**src/rtl/core/mba_pkg.sv**
```systemverilog
package mba_pkg;

  localparam int NUM_SHARES = 2;
  localparam int SLICE_BITS = 32;
  localparam int SHARE_W    = 32;
  localparam int NUM_PAIRS  = NUM_SHARES * (NUM_SHARES - 1) / 2;
  localparam int CFG_ADDR_W = 3;
  localparam int CFG_DATA_W = 32;

  typedef logic [SHARE_W-1:0] lane_t;
  typedef lane_t [NUM_SHARES-1:0] shares_t;
  typedef lane_t [NUM_PAIRS-1:0] pairs_t;

  localparam lane_t LANE_MASK = lane_t'((64'd1 << SLICE_BITS) - 64'd1);

  // register index within the config map (byte address >> 2)
  typedef enum logic [0:0] {
    REG_CARRY_OUT_ENABLE = 1'b0
  } cfg_reg_t;

  typedef struct packed {
    shares_t sum;
    shares_t carry;
  } slice_res_t;

endpackage

```
**src/rtl/core/mba_sec_and.sv**
```systemverilog
module mba_sec_and (
  input  mba_pkg::shares_t a,
  input  mba_pkg::shares_t b,
  input  mba_pkg::pairs_t  rnd,
  output mba_pkg::shares_t z
);
  import mba_pkg::*;

  shares_t t;

  always_comb begin
    int p;
    lane_t r;
    p = 0;
    r = '0;
    for (int i = 0; i < NUM_SHARES; i++) begin
      t[i] = a[i] & b[i];
    end
    // one cross term pair per share pair, same random word on both sides
    for (int i = 0; i < NUM_SHARES - 1; i++) begin
      for (int j = i + 1; j < NUM_SHARES; j++) begin
        r = rnd[p] & LANE_MASK;
        p++;
        t[i] = t[i] ^ (((b[j] ^ r) & a[i]) ^ (r & ~a[i]));
        t[j] = t[j] ^ (((b[i] ^ r) & a[j]) ^ (r & ~a[j]));
      end
    end
    for (int i = 0; i < NUM_SHARES; i++) begin
      z[i] = t[i] & LANE_MASK;
    end
  end

endmodule

```
**src/rtl/core/mba_slice.sv**
```systemverilog
module mba_slice (
  input  mba_pkg::shares_t    x,
  input  mba_pkg::shares_t    y,
  input  mba_pkg::shares_t    carry,
  input  logic                first,
  input  mba_pkg::pairs_t     rnd,
  output mba_pkg::slice_res_t res
);
  import mba_pkg::*;

  shares_t xm;
  shares_t ym;
  shares_t xpy;
  shares_t and_b;
  shares_t and_z;

  always_comb begin
    for (int k = 0; k < NUM_SHARES; k++) begin
      xm[k]  = x[k] & LANE_MASK;
      ym[k]  = y[k] & LANE_MASK;
      xpy[k] = xm[k] ^ ym[k];
      // first slice: and(x, y); later: and(x^y, x^c)
      and_b[k] = first ? ym[k] : (xm[k] ^ carry[k]);
    end
  end

  mba_sec_and u_and (
    .a   (first ? xm : xpy),
    .b   (and_b),
    .rnd (rnd),
    .z   (and_z)
  );

  always_comb begin
    for (int k = 0; k < NUM_SHARES; k++) begin
      res.sum[k]   = first ? xpy[k] : (xpy[k] ^ carry[k]);
      res.carry[k] = first ? and_z[k] : ((and_z[k] ^ xm[k]) & LANE_MASK);
    end
  end

endmodule

```
**src/rtl/core/mba_cfg.sv**
```systemverilog
module mba_cfg (
  input  logic                           clk,
  input  logic                           rst_n,
  input  logic                           psel,
  input  logic                           penable,
  input  logic                           pwrite,
  input  logic [mba_pkg::CFG_ADDR_W-1:0] paddr,
  input  logic [mba_pkg::CFG_DATA_W-1:0] pwdata,
  output logic [mba_pkg::CFG_DATA_W-1:0] prdata,
  output logic                           pready,
  output logic                           carry_out_enable
);
  import mba_pkg::*;

  logic     co_en_r;
  logic     co_en_nxt;
  cfg_reg_t reg_idx;

  assign reg_idx = cfg_reg_t'(paddr[CFG_ADDR_W-1:2]);
  assign pready  = 1'b1;

  always_comb begin
    co_en_nxt = co_en_r;
    if (psel && penable && pwrite) begin
      case (reg_idx)
        REG_CARRY_OUT_ENABLE: co_en_nxt = pwdata[0];
        default:              co_en_nxt = co_en_r;
      endcase
    end
  end

  always_comb begin
    case (reg_idx)
      REG_CARRY_OUT_ENABLE: prdata = {{(CFG_DATA_W-1){1'b0}}, co_en_r};
      default:              prdata = '0;
    endcase
  end

  always_ff @(posedge clk) begin
    if (!rst_n) begin
      co_en_r <= 1'b0;
    end else begin
      co_en_r <= co_en_nxt;
    end
  end

  assign carry_out_enable = co_en_r;

endmodule

```
**src/rtl/core/masked_bitsliced_adder_unit.sv**
```systemverilog
// channel   | dir | handshake           | payload
// ----------+-----+---------------------+------------------------------------------
// in_       | in  | in_valid / in_stall | operand shares, random word, last_slice
// out_      | out | out_valid/out_stall | sum shares, is_carry_out, last_result
// config    | in  | apb psel/penable    | carry_out_enable at byte address 0
//
// one slice beat per cycle unless stalled; each passes input then result register
// the carry register closes through one masked and, with no register between
// a last slice with carry-out enabled yields two result beats, so the input
// register holds the next slice while the carry-out beat goes out
// rst_n (synchronous) clears valids, carry chain and the config register
// out_stall holds the result register; input keeps flowing while stages are free
module masked_bitsliced_adder_unit (
  input  logic                           clk,
  input  logic                           rst_n,
  // input channel
  input  logic                           in_valid,
  output logic                           in_stall,
  input  logic [63:0]                    in_first_operand_shares,
  input  logic [63:0]                    in_second_operand_shares,
  input  logic [31:0]                    in_random_words,
  input  logic                           in_last_slice,
  // result channel
  output logic                           out_valid,
  input  logic                           out_stall,
  output logic [63:0]                    out_sum_shares,
  output logic                           out_is_carry_out,
  output logic                           out_last_result,
  // config port
  input  logic                           psel,
  input  logic                           penable,
  input  logic                           pwrite,
  input  logic [mba_pkg::CFG_ADDR_W-1:0] paddr,
  input  logic [mba_pkg::CFG_DATA_W-1:0] pwdata,
  output logic [mba_pkg::CFG_DATA_W-1:0] prdata,
  output logic                           pready
);
  import mba_pkg::*;

  logic co_en;

  // input register stage
  logic    s1_vld_r,  s1_vld_nxt;
  shares_t s1_x_r;
  shares_t s1_y_r;
  pairs_t  s1_rnd_r;
  logic    s1_last_r;

  // carry chain state
  shares_t carry_r,   carry_nxt;
  logic    first_r,   first_nxt;

  // result register and pending carry-out beat
  logic    out_vld_r, out_vld_nxt;
  shares_t out_sum_r, out_sum_nxt;
  logic    out_co_r,  out_co_nxt;
  logic    out_lst_r, out_lst_nxt;
  logic    co_vld_r,  co_vld_nxt;
  shares_t co_sum_r,  co_sum_nxt;

  slice_res_t res;
  logic       in_take;
  logic       out_free;
  logic       s1_adv;
  logic       emit_co;

  mba_cfg u_cfg (
    .clk              (clk),
    .rst_n            (rst_n),
    .psel             (psel),
    .penable          (penable),
    .pwrite           (pwrite),
    .paddr            (paddr),
    .pwdata           (pwdata),
    .prdata           (prdata),
    .pready           (pready),
    .carry_out_enable (co_en)
  );

  mba_slice u_slice (
    .x     (s1_x_r),
    .y     (s1_y_r),
    .carry (carry_r),
    .first (first_r),
    .rnd   (s1_rnd_r),
    .res   (res)
  );

  // result slot frees when empty or being taken this edge
  assign out_free = !out_vld_r || !out_stall;
  // a waiting carry-out beat goes first, the slice in stage 1 waits behind it
  assign s1_adv   = s1_vld_r && out_free && !co_vld_r;
  assign emit_co  = s1_last_r && co_en;
  assign in_stall = s1_vld_r && !s1_adv;
  assign in_take  = in_valid && !in_stall;

  always_comb begin
    s1_vld_nxt  = s1_vld_r;
    carry_nxt   = carry_r;
    first_nxt   = first_r;
    out_vld_nxt = out_vld_r;
    out_sum_nxt = out_sum_r;
    out_co_nxt  = out_co_r;
    out_lst_nxt = out_lst_r;
    co_vld_nxt  = co_vld_r;
    co_sum_nxt  = co_sum_r;

    if (s1_adv) begin
      s1_vld_nxt = 1'b0;
    end
    if (in_take) begin
      s1_vld_nxt = 1'b1;
    end

    if (out_free) begin
      out_vld_nxt = 1'b0;
    end

    if (co_vld_r && out_free) begin
      // move the carry-out beat into the result register
      out_vld_nxt = 1'b1;
      out_sum_nxt = co_sum_r;
      out_co_nxt  = 1'b1;
      out_lst_nxt = 1'b1;
      co_vld_nxt  = 1'b0;
    end else if (s1_adv) begin
      out_vld_nxt = 1'b1;
      out_sum_nxt = res.sum;
      out_co_nxt  = 1'b0;
      out_lst_nxt = s1_last_r && !co_en;
      if (emit_co) begin
        co_vld_nxt = 1'b1;
        co_sum_nxt = res.carry;
      end
      // end of an addition restarts the chain
      if (s1_last_r) begin
        carry_nxt = '0;
        first_nxt = 1'b1;
      end else begin
        carry_nxt = res.carry;
        first_nxt = 1'b0;
      end
    end
  end

  always_ff @(posedge clk) begin
    if (!rst_n) begin
      s1_vld_r  <= 1'b0;
      carry_r   <= '0;
      first_r   <= 1'b1;
      out_vld_r <= 1'b0;
      co_vld_r  <= 1'b0;
    end else begin
      s1_vld_r  <= s1_vld_nxt;
      carry_r   <= carry_nxt;
      first_r   <= first_nxt;
      out_vld_r <= out_vld_nxt;
      co_vld_r  <= co_vld_nxt;
    end
  end

  // payload registers, no reset
  always_ff @(posedge clk) begin
    if (in_take) begin
      s1_x_r    <= shares_t'(in_first_operand_shares);
      s1_y_r    <= shares_t'(in_second_operand_shares);
      s1_rnd_r  <= pairs_t'(in_random_words);
      s1_last_r <= in_last_slice;
    end
    out_sum_r <= out_sum_nxt;
    out_co_r  <= out_co_nxt;
    out_lst_r <= out_lst_nxt;
    co_sum_r  <= co_sum_nxt;
  end

  assign out_valid        = out_vld_r;
  assign out_sum_shares   = 64'(out_sum_r);
  assign out_is_carry_out = out_co_r;
  assign out_last_result  = out_lst_r;

endmodule

```
**config.mk**
```make
export PLATFORM = sky130hd
export DESIGN_NAME = masked_bitsliced_adder_unit
export DESIGN_NICKNAME = d
export VERILOG_FILES = /design/src/rtl/core/mba_pkg.sv /design/src/rtl/core/mba_sec_and.sv /design/src/rtl/core/mba_slice.sv /design/src/rtl/core/mba_cfg.sv /design/src/rtl/core/masked_bitsliced_adder_unit.sv
export SDC_FILE = /design/constraint.sdc
export NUM_CORES = 1
export LEC_CHECK = 0
export ABC_AREA = 1
export BUFFER_PORTS_ARGS = -buffer_cell sky130_fd_sc_hd__buf_4
export CELL_PAD_IN_SITES_DETAIL_PLACEMENT = 2
export CELL_PAD_IN_SITES_GLOBAL_PLACEMENT = 2
export CORE_MARGIN = 5
export CORE_UTILIZATION = 34
export CTS_BUF_LIST = sky130_fd_sc_hd__clkbuf_8
export DETAILED_ROUTE_END_ITERATION = 16
export GPL_TIMING_DRIVEN = 0
export PLACE_DENSITY_LB_ADDON = 0.1
export REMOVE_ABC_BUFFERS = 1
export SYNTH_ARGS = -nofsm -noshare
export SYNTH_HDL_FRONTEND = slang
export SYNTH_HIERARCHICAL = 1
export SYNTH_SLANG_ARGS = --single-unit
```
**constraint.sdc**
```tcl
create_clock -name clk -period 12.2 [get_ports clk]
set_input_delay 1.22 -clock clk [delete_from_list [all_inputs] [get_ports clk]]
set_output_delay 1.22 -clock clk [all_outputs]
set_load 0.03 [all_outputs]
```
==> results of run 1 <==
[registers in the layout (all words and copies together) (netlist names)]
register,flops
carry_r,64
co_sum_r,64
co_vld_r,1
first_r,1
out_is_carry_out,1
out_last_result,1
out_sum_shares,64
out_valid,1
s1_last_r,1
s1_rnd_r,32
s1_vld_r,1
s1_x_r,64
s1_y_r,64
u_cfg/carry_out_enable,1
[final cells by class]
type	count	area [um^2]	share of cell area, %
flip-flops and latches	360	10100	39.9
multi-input cells	1983	8710	34.4
repair buffers	258	2280	9.01
inverters	496	1880	7.40
clock buffers	78	1070	4.24
well taps	837	1050	4.13
clock inverters	58	249	0.982
diodes	2	5.00	0.0197
[power by group through the flow]
stage                     Clock, W  Combinational, W  Sequential, W
final                      0.00117          0.000640        0.00148
after global routing       0.00127          0.000720        0.00149
after CTS                  0.00122          0.000649        0.00148
after detailed placement         0          0.000644        0.00151
after global placement           0          0.000580        0.00153
after floorplan                  0          0.000388        0.00153
[per-layer routing]
metal	vias to the layer above	track usage [%]
li1	9663	-
met1	9888	24.7
met2	297	39.9
met3	120	3.51
met4	0	6.15
met5	-	0
[cell usage after synthesis (all sizes together)]
cell | n | share of area (%)
nand2 | 1168 | 21
xor2 | 64 | 2.6
edfxtp | 289 | 41
inv | 496 | 8.8
clkbuf | 20 | 0.35
conb | 2 | 0.035
dfxtp | 71 | 6.7
nand4 | 64 | 1.9
nor2 | 135 | 2.4
a21oi | 3 | 0.071
nand3 | 514 | 12
o21ai | 3 | 0.071
buf | 109 | 3.0
[path summary, 6_finish.rpt]
path	from	to	cells after the start
min reg2reg	out_is_carry_out$_SDFFE_PP1P_	out_is_carry_out$_SDFFE_PP1P_	2
min	out_is_carry_out$_SDFFE_PP1P_	out_is_carry_out$_SDFFE_PP1P_	2
max reg2reg	first_r$_SDFFE_PN1P_	carry_r[12]$_SDFFE_PN0P_	18
max	out_stall	in_stall	5
[logic make-up after synthesis]
family	count (synthesis)
and+or+nand+nor	1881
buffers and inverters	625
DFF	360
xor gates and xnor gates	64
AOI/OAI and AO/OA	6
other	2
[cell usage in the layout (no fill, tap or decap), drive strengths merged]
master / count
nand2: 1168
inv: 527
nand3: 514
edfxtp: 289
buf: 258
nor2: 135
clkbuf: 78
dfxtp: 71
xor2: 64
nand4: 64
conb: 32
clkinv: 23
clkinvlp: 4
a21oi: 3
o21ai: 3
diode: 2
[per-stage QoR]
| stage | std cells | setup slack, ns | utilization [%] | power (W) |
|---|---|---|---|---|
| final | 4072 | 8.29 | 41.0 | 0.00329 |
| after floorplan | 2839 | 2.36 | - | 0.00192 |
| after global placement | 3914 | -5.71 | 38.0 | 0.00211 |
| after CTS | 4070 | 8.28 | 41.0 | 0.00335 |
| after detailed placement | 3934 | 8.11 | 38.9 | 0.00215 |
| after global routing | 4072 | 8.09 | 41.0 | 0.00349 |
[worst max-delay path, delay by kind of cell]
| kind | cells | cell delay [ns] |
|---|---|---|
| AO/OA/AOI/OAI | 1 | 0.44 |
| buffers and inverters | 3 | 0.69 |
| AND/OR/NAND/NOR | 1 | 0.32 |
==> impl_metrics.ini, run 1 <==
[synth]
synth_top_family_by_area = simple AND/OR/NAND/NOR gates
synth_fa_ha_area_share_pct = 0
synth_compound_area_share_pct = 0.141
post_synth.cell_area_avg_um2 = 7.23
syn_inst = 2938
synth_simple_gate_area_share_pct = 37.5
synth_cell_types = 21
syn_area_um2 = 21200
synth.yosys.seq_area_share_pct = 47.5
synth_xor_area_share_pct = 2.64
ys_ff_latch = 360
muxShareOfSynthArea_pct = 0
yosysWarnings = 6

[global_route]
grt_max_degree = 144
grt_usage_pct = 21.2
grt_pass1_wl_um = 116000
antenna_found_initial = 2
overflow = 0
grt_pass1_vias = 22200

[setup_path]
crit_type = in2out
r2r_slack_ns = 8.37
cpMaxStageDelayCell = a21oi_1
endpoint_kind = output pin
worst_path_most_repeated_cell = buf_4
critPathArrivalTime_ns = 2.69
cpPeakStageDelay_ns = 0.44
crit_chain = buf_4, nand2_4, buf_16, a21oi_1, buf_4
crit_path_max_fanout = 38
required_ns = 10.98
cp-start-kind = input pin

[clocking]
ctsRootBufferMaster = clkbuf_8
cts_tree = done
cts_resized = 0
numCtsBuffers = 74
cts_setup_buffers = 0
clk_pin_slew_ns = 0.05
cts.sinks = 360
htreeDepth = 3
clkLatencyLatePin_ns = 0.65
postCtsHoldBufs = 0
clock_path_buffers = 3

[final_layout]
fin_area_um2 = 25300
nets = 3376
drive_gt1_share_pct = 12.2
fillers = 7339
area_delta_synth_final_pct = 19.3

[power_and_ir_drop]
ir_drop_mv = 0.0606
clkPwrFrac_pct = 35.4
power_leakage_nw = 12.3
p_comb_share_pct = 19.5
p_int_w = 0.00223
pwr-share-seq_pct = 45.1
switching_share_pct = 32.3
power_switching_w = 0.00106
p_per_area_nw_per_um2 = 130

[sta]
finalCritPeriodShare_pct = 32.1
worstMarginPinSlew_ns = 0.764
setup_viol = 0
fmax_mhz = 256
rsz0062_at_grt = no
whs_ns = 0.502
skew_ns = 0.0303
max-slew-margin-rel_pct = 49.0
fin_crit_ns = 3.91
slew_violations = 0
finalHoldViolCount = 0
tns_ns = 0

[placement]
gp_congestion = 0.762
placed_cell_area_um2 = 24000
dp_hpwl_um = 50500
port_buffers = 238

[routing]
drtIter0Drc = 750
via_count = 20000
highest_layer = met4
dr_wl_met2_um = 38000
drc_errors = 0
wl_met3_um = 2570
routedWlPerCell_um = 18.0
wl_met1_um = 30800
vias_per_cell = 4.90
dr.pass1.iters = 5
postRouteAntennaNets = 0
totalWireLength_um = 73400

[floorplan]
die_area_um2 = 67600
initial_core_util_pct = 34.4
die_w_um = 260
coreArea_um2 = 61800
die_h_um = 260
num_io_pins = 304
rows = 91

[run_status]
status = completed

[flow_run]
maxCapViolations = 0

[min_path]
hp-class = reg2reg
Power figures use the tool's default switching activity.
==> run 2, diff against run 1 <==
Settings changed: ABC_AREA 1 to 0, CORE_UTILIZATION 34 to 35.
Clock period 12.2 ns to 3.3 ns, I/O delays scaled along.
==> impl_metrics.ini, run 2 <==
[synth]
ys_ff_latch = 360
synth_top_area_cell = edfxtp_1
synth_edf_count = 289
synth.yosys.seq_area_share_pct = 55.2
syn_area_um2 = 18300
synth_area_leaders = edfxtp_1 47%, xnor2_1 18%, dfxtp_1 7.8%
yosysMostFrequentCell = xnor2_1
async_flop_share_pct = 0
synth-main-ff-cell = edfxtp_1
synth_cell_types = 31
yosysWarnings = 6
syn_inst = 1554
synth_common_cells = 384 x xnor2_1, 289 x edfxtp_1, 133 x nand2_1
synth_top_area_share_pct = 47.5
post_synth.cell_area_avg_um2 = 11.8

[global_route]
met3_usage_pct = 3.59
use_met2_pct = 35.4
grtUsageMet1_pct = 21.6
grt_max_degree = 87
overflow = 0
grt_pass1_vias = 14500
grt_pass1_wl_um = 83000
grt_usage_pct = 18.6
antenna_found_initial = 1
grt.busiest_layer = met2

[sta]
worstMarginPinSlew_ns = 0.832
fmax_mhz = 344
max-slew-margin-rel_pct = 44.5
finalCritPeriodShare_pct = 88.1
worst_slack_ns = 0.392
skew_ns = 0.0203
setup_viol = 0
finalHoldViolCount = 0
rsz0062_at_grt = no
fin_crit_ns = 2.91
slew_violations = 0

[final_layout]
fin_util_pct = 46.8
multiInputGateArea_um2 = 7680
fin_cells = 2715
diodes = 0
drive_gt1_share_pct = 20.5
area_delta_synth_final_pct = 32.0
nets = 2181
regArea_um2 = 10100
final_common_cell = xnor2_1
final_cell_mix = 384 x xnor2_1, 289 x edfxtp_1, 238 x buf_4
fillers = 5185

[setup_path]
required_ns = 3.85
cp-start-kind = register
crit_path_max_fanout = 86
crit_start = first_r$_SDFFE_PN1P_
r2r_slack_ns = 0.39
crit_chain = buf_16, buf_16, nand2_1, o21ai_0, xor2_1, nand2_1, xnor2_1, xnor2_1, nand3_1, a21oi_1
timing.rr.end = carry_r[36]$_SDFFE_PN0P_
cpMaxStageDelayCell = dfxtp_4
r2r-start = first_r$_SDFFE_PN1P_
cpPeakStageDelay_ns = 0.86
critPathArrivalTime_ns = 3.46
crit_type = reg2reg
reg2reg_depth = 10
endpoint_kind = register

[floorplan]
rows = 83
die_h_um = 239
die_w_um = 239
num_io_pins = 304
die_area_um2 = 56900
initial_core_util_pct = 35.5
coreArea_um2 = 51500

[clocking]
cts_resized = 0
postCtsHoldBufs = 167
clock_path_buffers = 3
cts_setup_buffers = 0
htreeDepth = 3
cts_tree = done
cts.sinks = 360
clk_pin_slew_ns = 0.07
clkLatencyLatePin_ns = 0.64
ctsRootBufferMaster = clkbuf_8
numCtsBuffers = 71

[placement]
dp.cells = 2418
port_buffers = 238
place_ws_ns = 0.403
gp_congestion = 0.761
dp_hpwl_um = 33000

[power_and_ir_drop]
power_leakage_nw = 8.55
p_per_area_nw_per_um2 = 506
ir_drop_mv = 0.292

[min_path]
hold_depth = 3
holdPathEnd = out_is_carry_out$_SDFFE_PP1P_
hp-class = in2reg
min_from = out_stall

[routing]
vias_per_cell = 4.70
dr.pass1.iters = 5
totalWireLength_um = 54000
drc_errors = 0
routedWlPerCell_um = 19.9
via_count = 12800
postRouteAntennaNets = 0
drtIter0Drc = 506

[flow_run]
maxCapViolations = 0

[run_status]
status = completed
## run 2: worst max-delay path, delay by kind of cell, from the launching register on
kind	cells	cell delay, ns
buffers and inverters	2	0.62
xor gates and xnor gates	3	0.63
and+or+nand+nor	3	0.31
AOI/OAI and AO/OA	2	0.28
DFF	1	0.86
## run 2: through the flow
stage | total power, W | hold WS, ns | TNS (ns) | instance area [um^2]
after global placement | 0.00753 | 0.454 | -4059.32 | 20400
after global routing | 0.0128 | 0.165 | 0 | 24100
after CTS | 0.0124 | 0.135 | 0 | 24100
after floorplan | 0.00692 | 0.429 | -1798.63 | 17700
after detailed placement | 0.00758 | 0.464 | 0 | 21000
final | 0.0122 | 0.232 | 0 | 24100
## run 2: routing by layer
| metal | vias up | wire length, um |
|---|---|---|
| li1 | 6070 | - |
| met1 | 6406 | 22200 |
| met3 | 74 | 1850 |
| met4 | 2 | 945 |
| met5 | - | 7 |
| met2 | 215 | 29000 |
## run 2: layout make-up
| class | count | share of cell area, % |
|---|---|---|
| clock inverter | 44 | 0.970 |
| multi-input combinational | 1113 | 31.8 |
| sequential | 360 | 41.9 |
| inverter | 1 | 0.0259 |
| tap | 680 | 3.53 |
| timing repair buffer | 431 | 16.9 |
| clock buffer | 86 | 4.91 |
## run 2: cell families (layout without fill, tap and decap cells)
group	after synthesis	count (layout)	share of synthesized area, %
compound gates	204	204	5.79
xor+xnor	416	416	19.9
buf+inv	111	562	3.66
flops	360	360	55.2
mux	65	65	4.00
other cells	2	32	0.0411
simple gates	396	396	11.4
## run 2: how the worst max path moves through the flow
stage,end,slack (ns),cells after the start
2_1_floorplan,s1_last_r$_DFFE_PP_,-7.13,3
4_1_cts,carry_r[5]$_SDFFE_PN0P_,0.36,10
5_1_grt,carry_r[20]$_SDFFE_PN0P_,0.08,10
3_3_place_gp,s1_x_r[54]$_DFFE_PP_,-13.23,3
6_report,carry_r[36]$_SDFFE_PN0P_,0.39,10
3_5_place_dp,carry_r[5]$_SDFFE_PN0P_,0.40,10
## run 2: power by group
part           internal, W  switching (W)
clock network      0.00251        0.00205
registers          0.00525       0.000247
logic              0.00109        0.00107
total              0.00884        0.00336
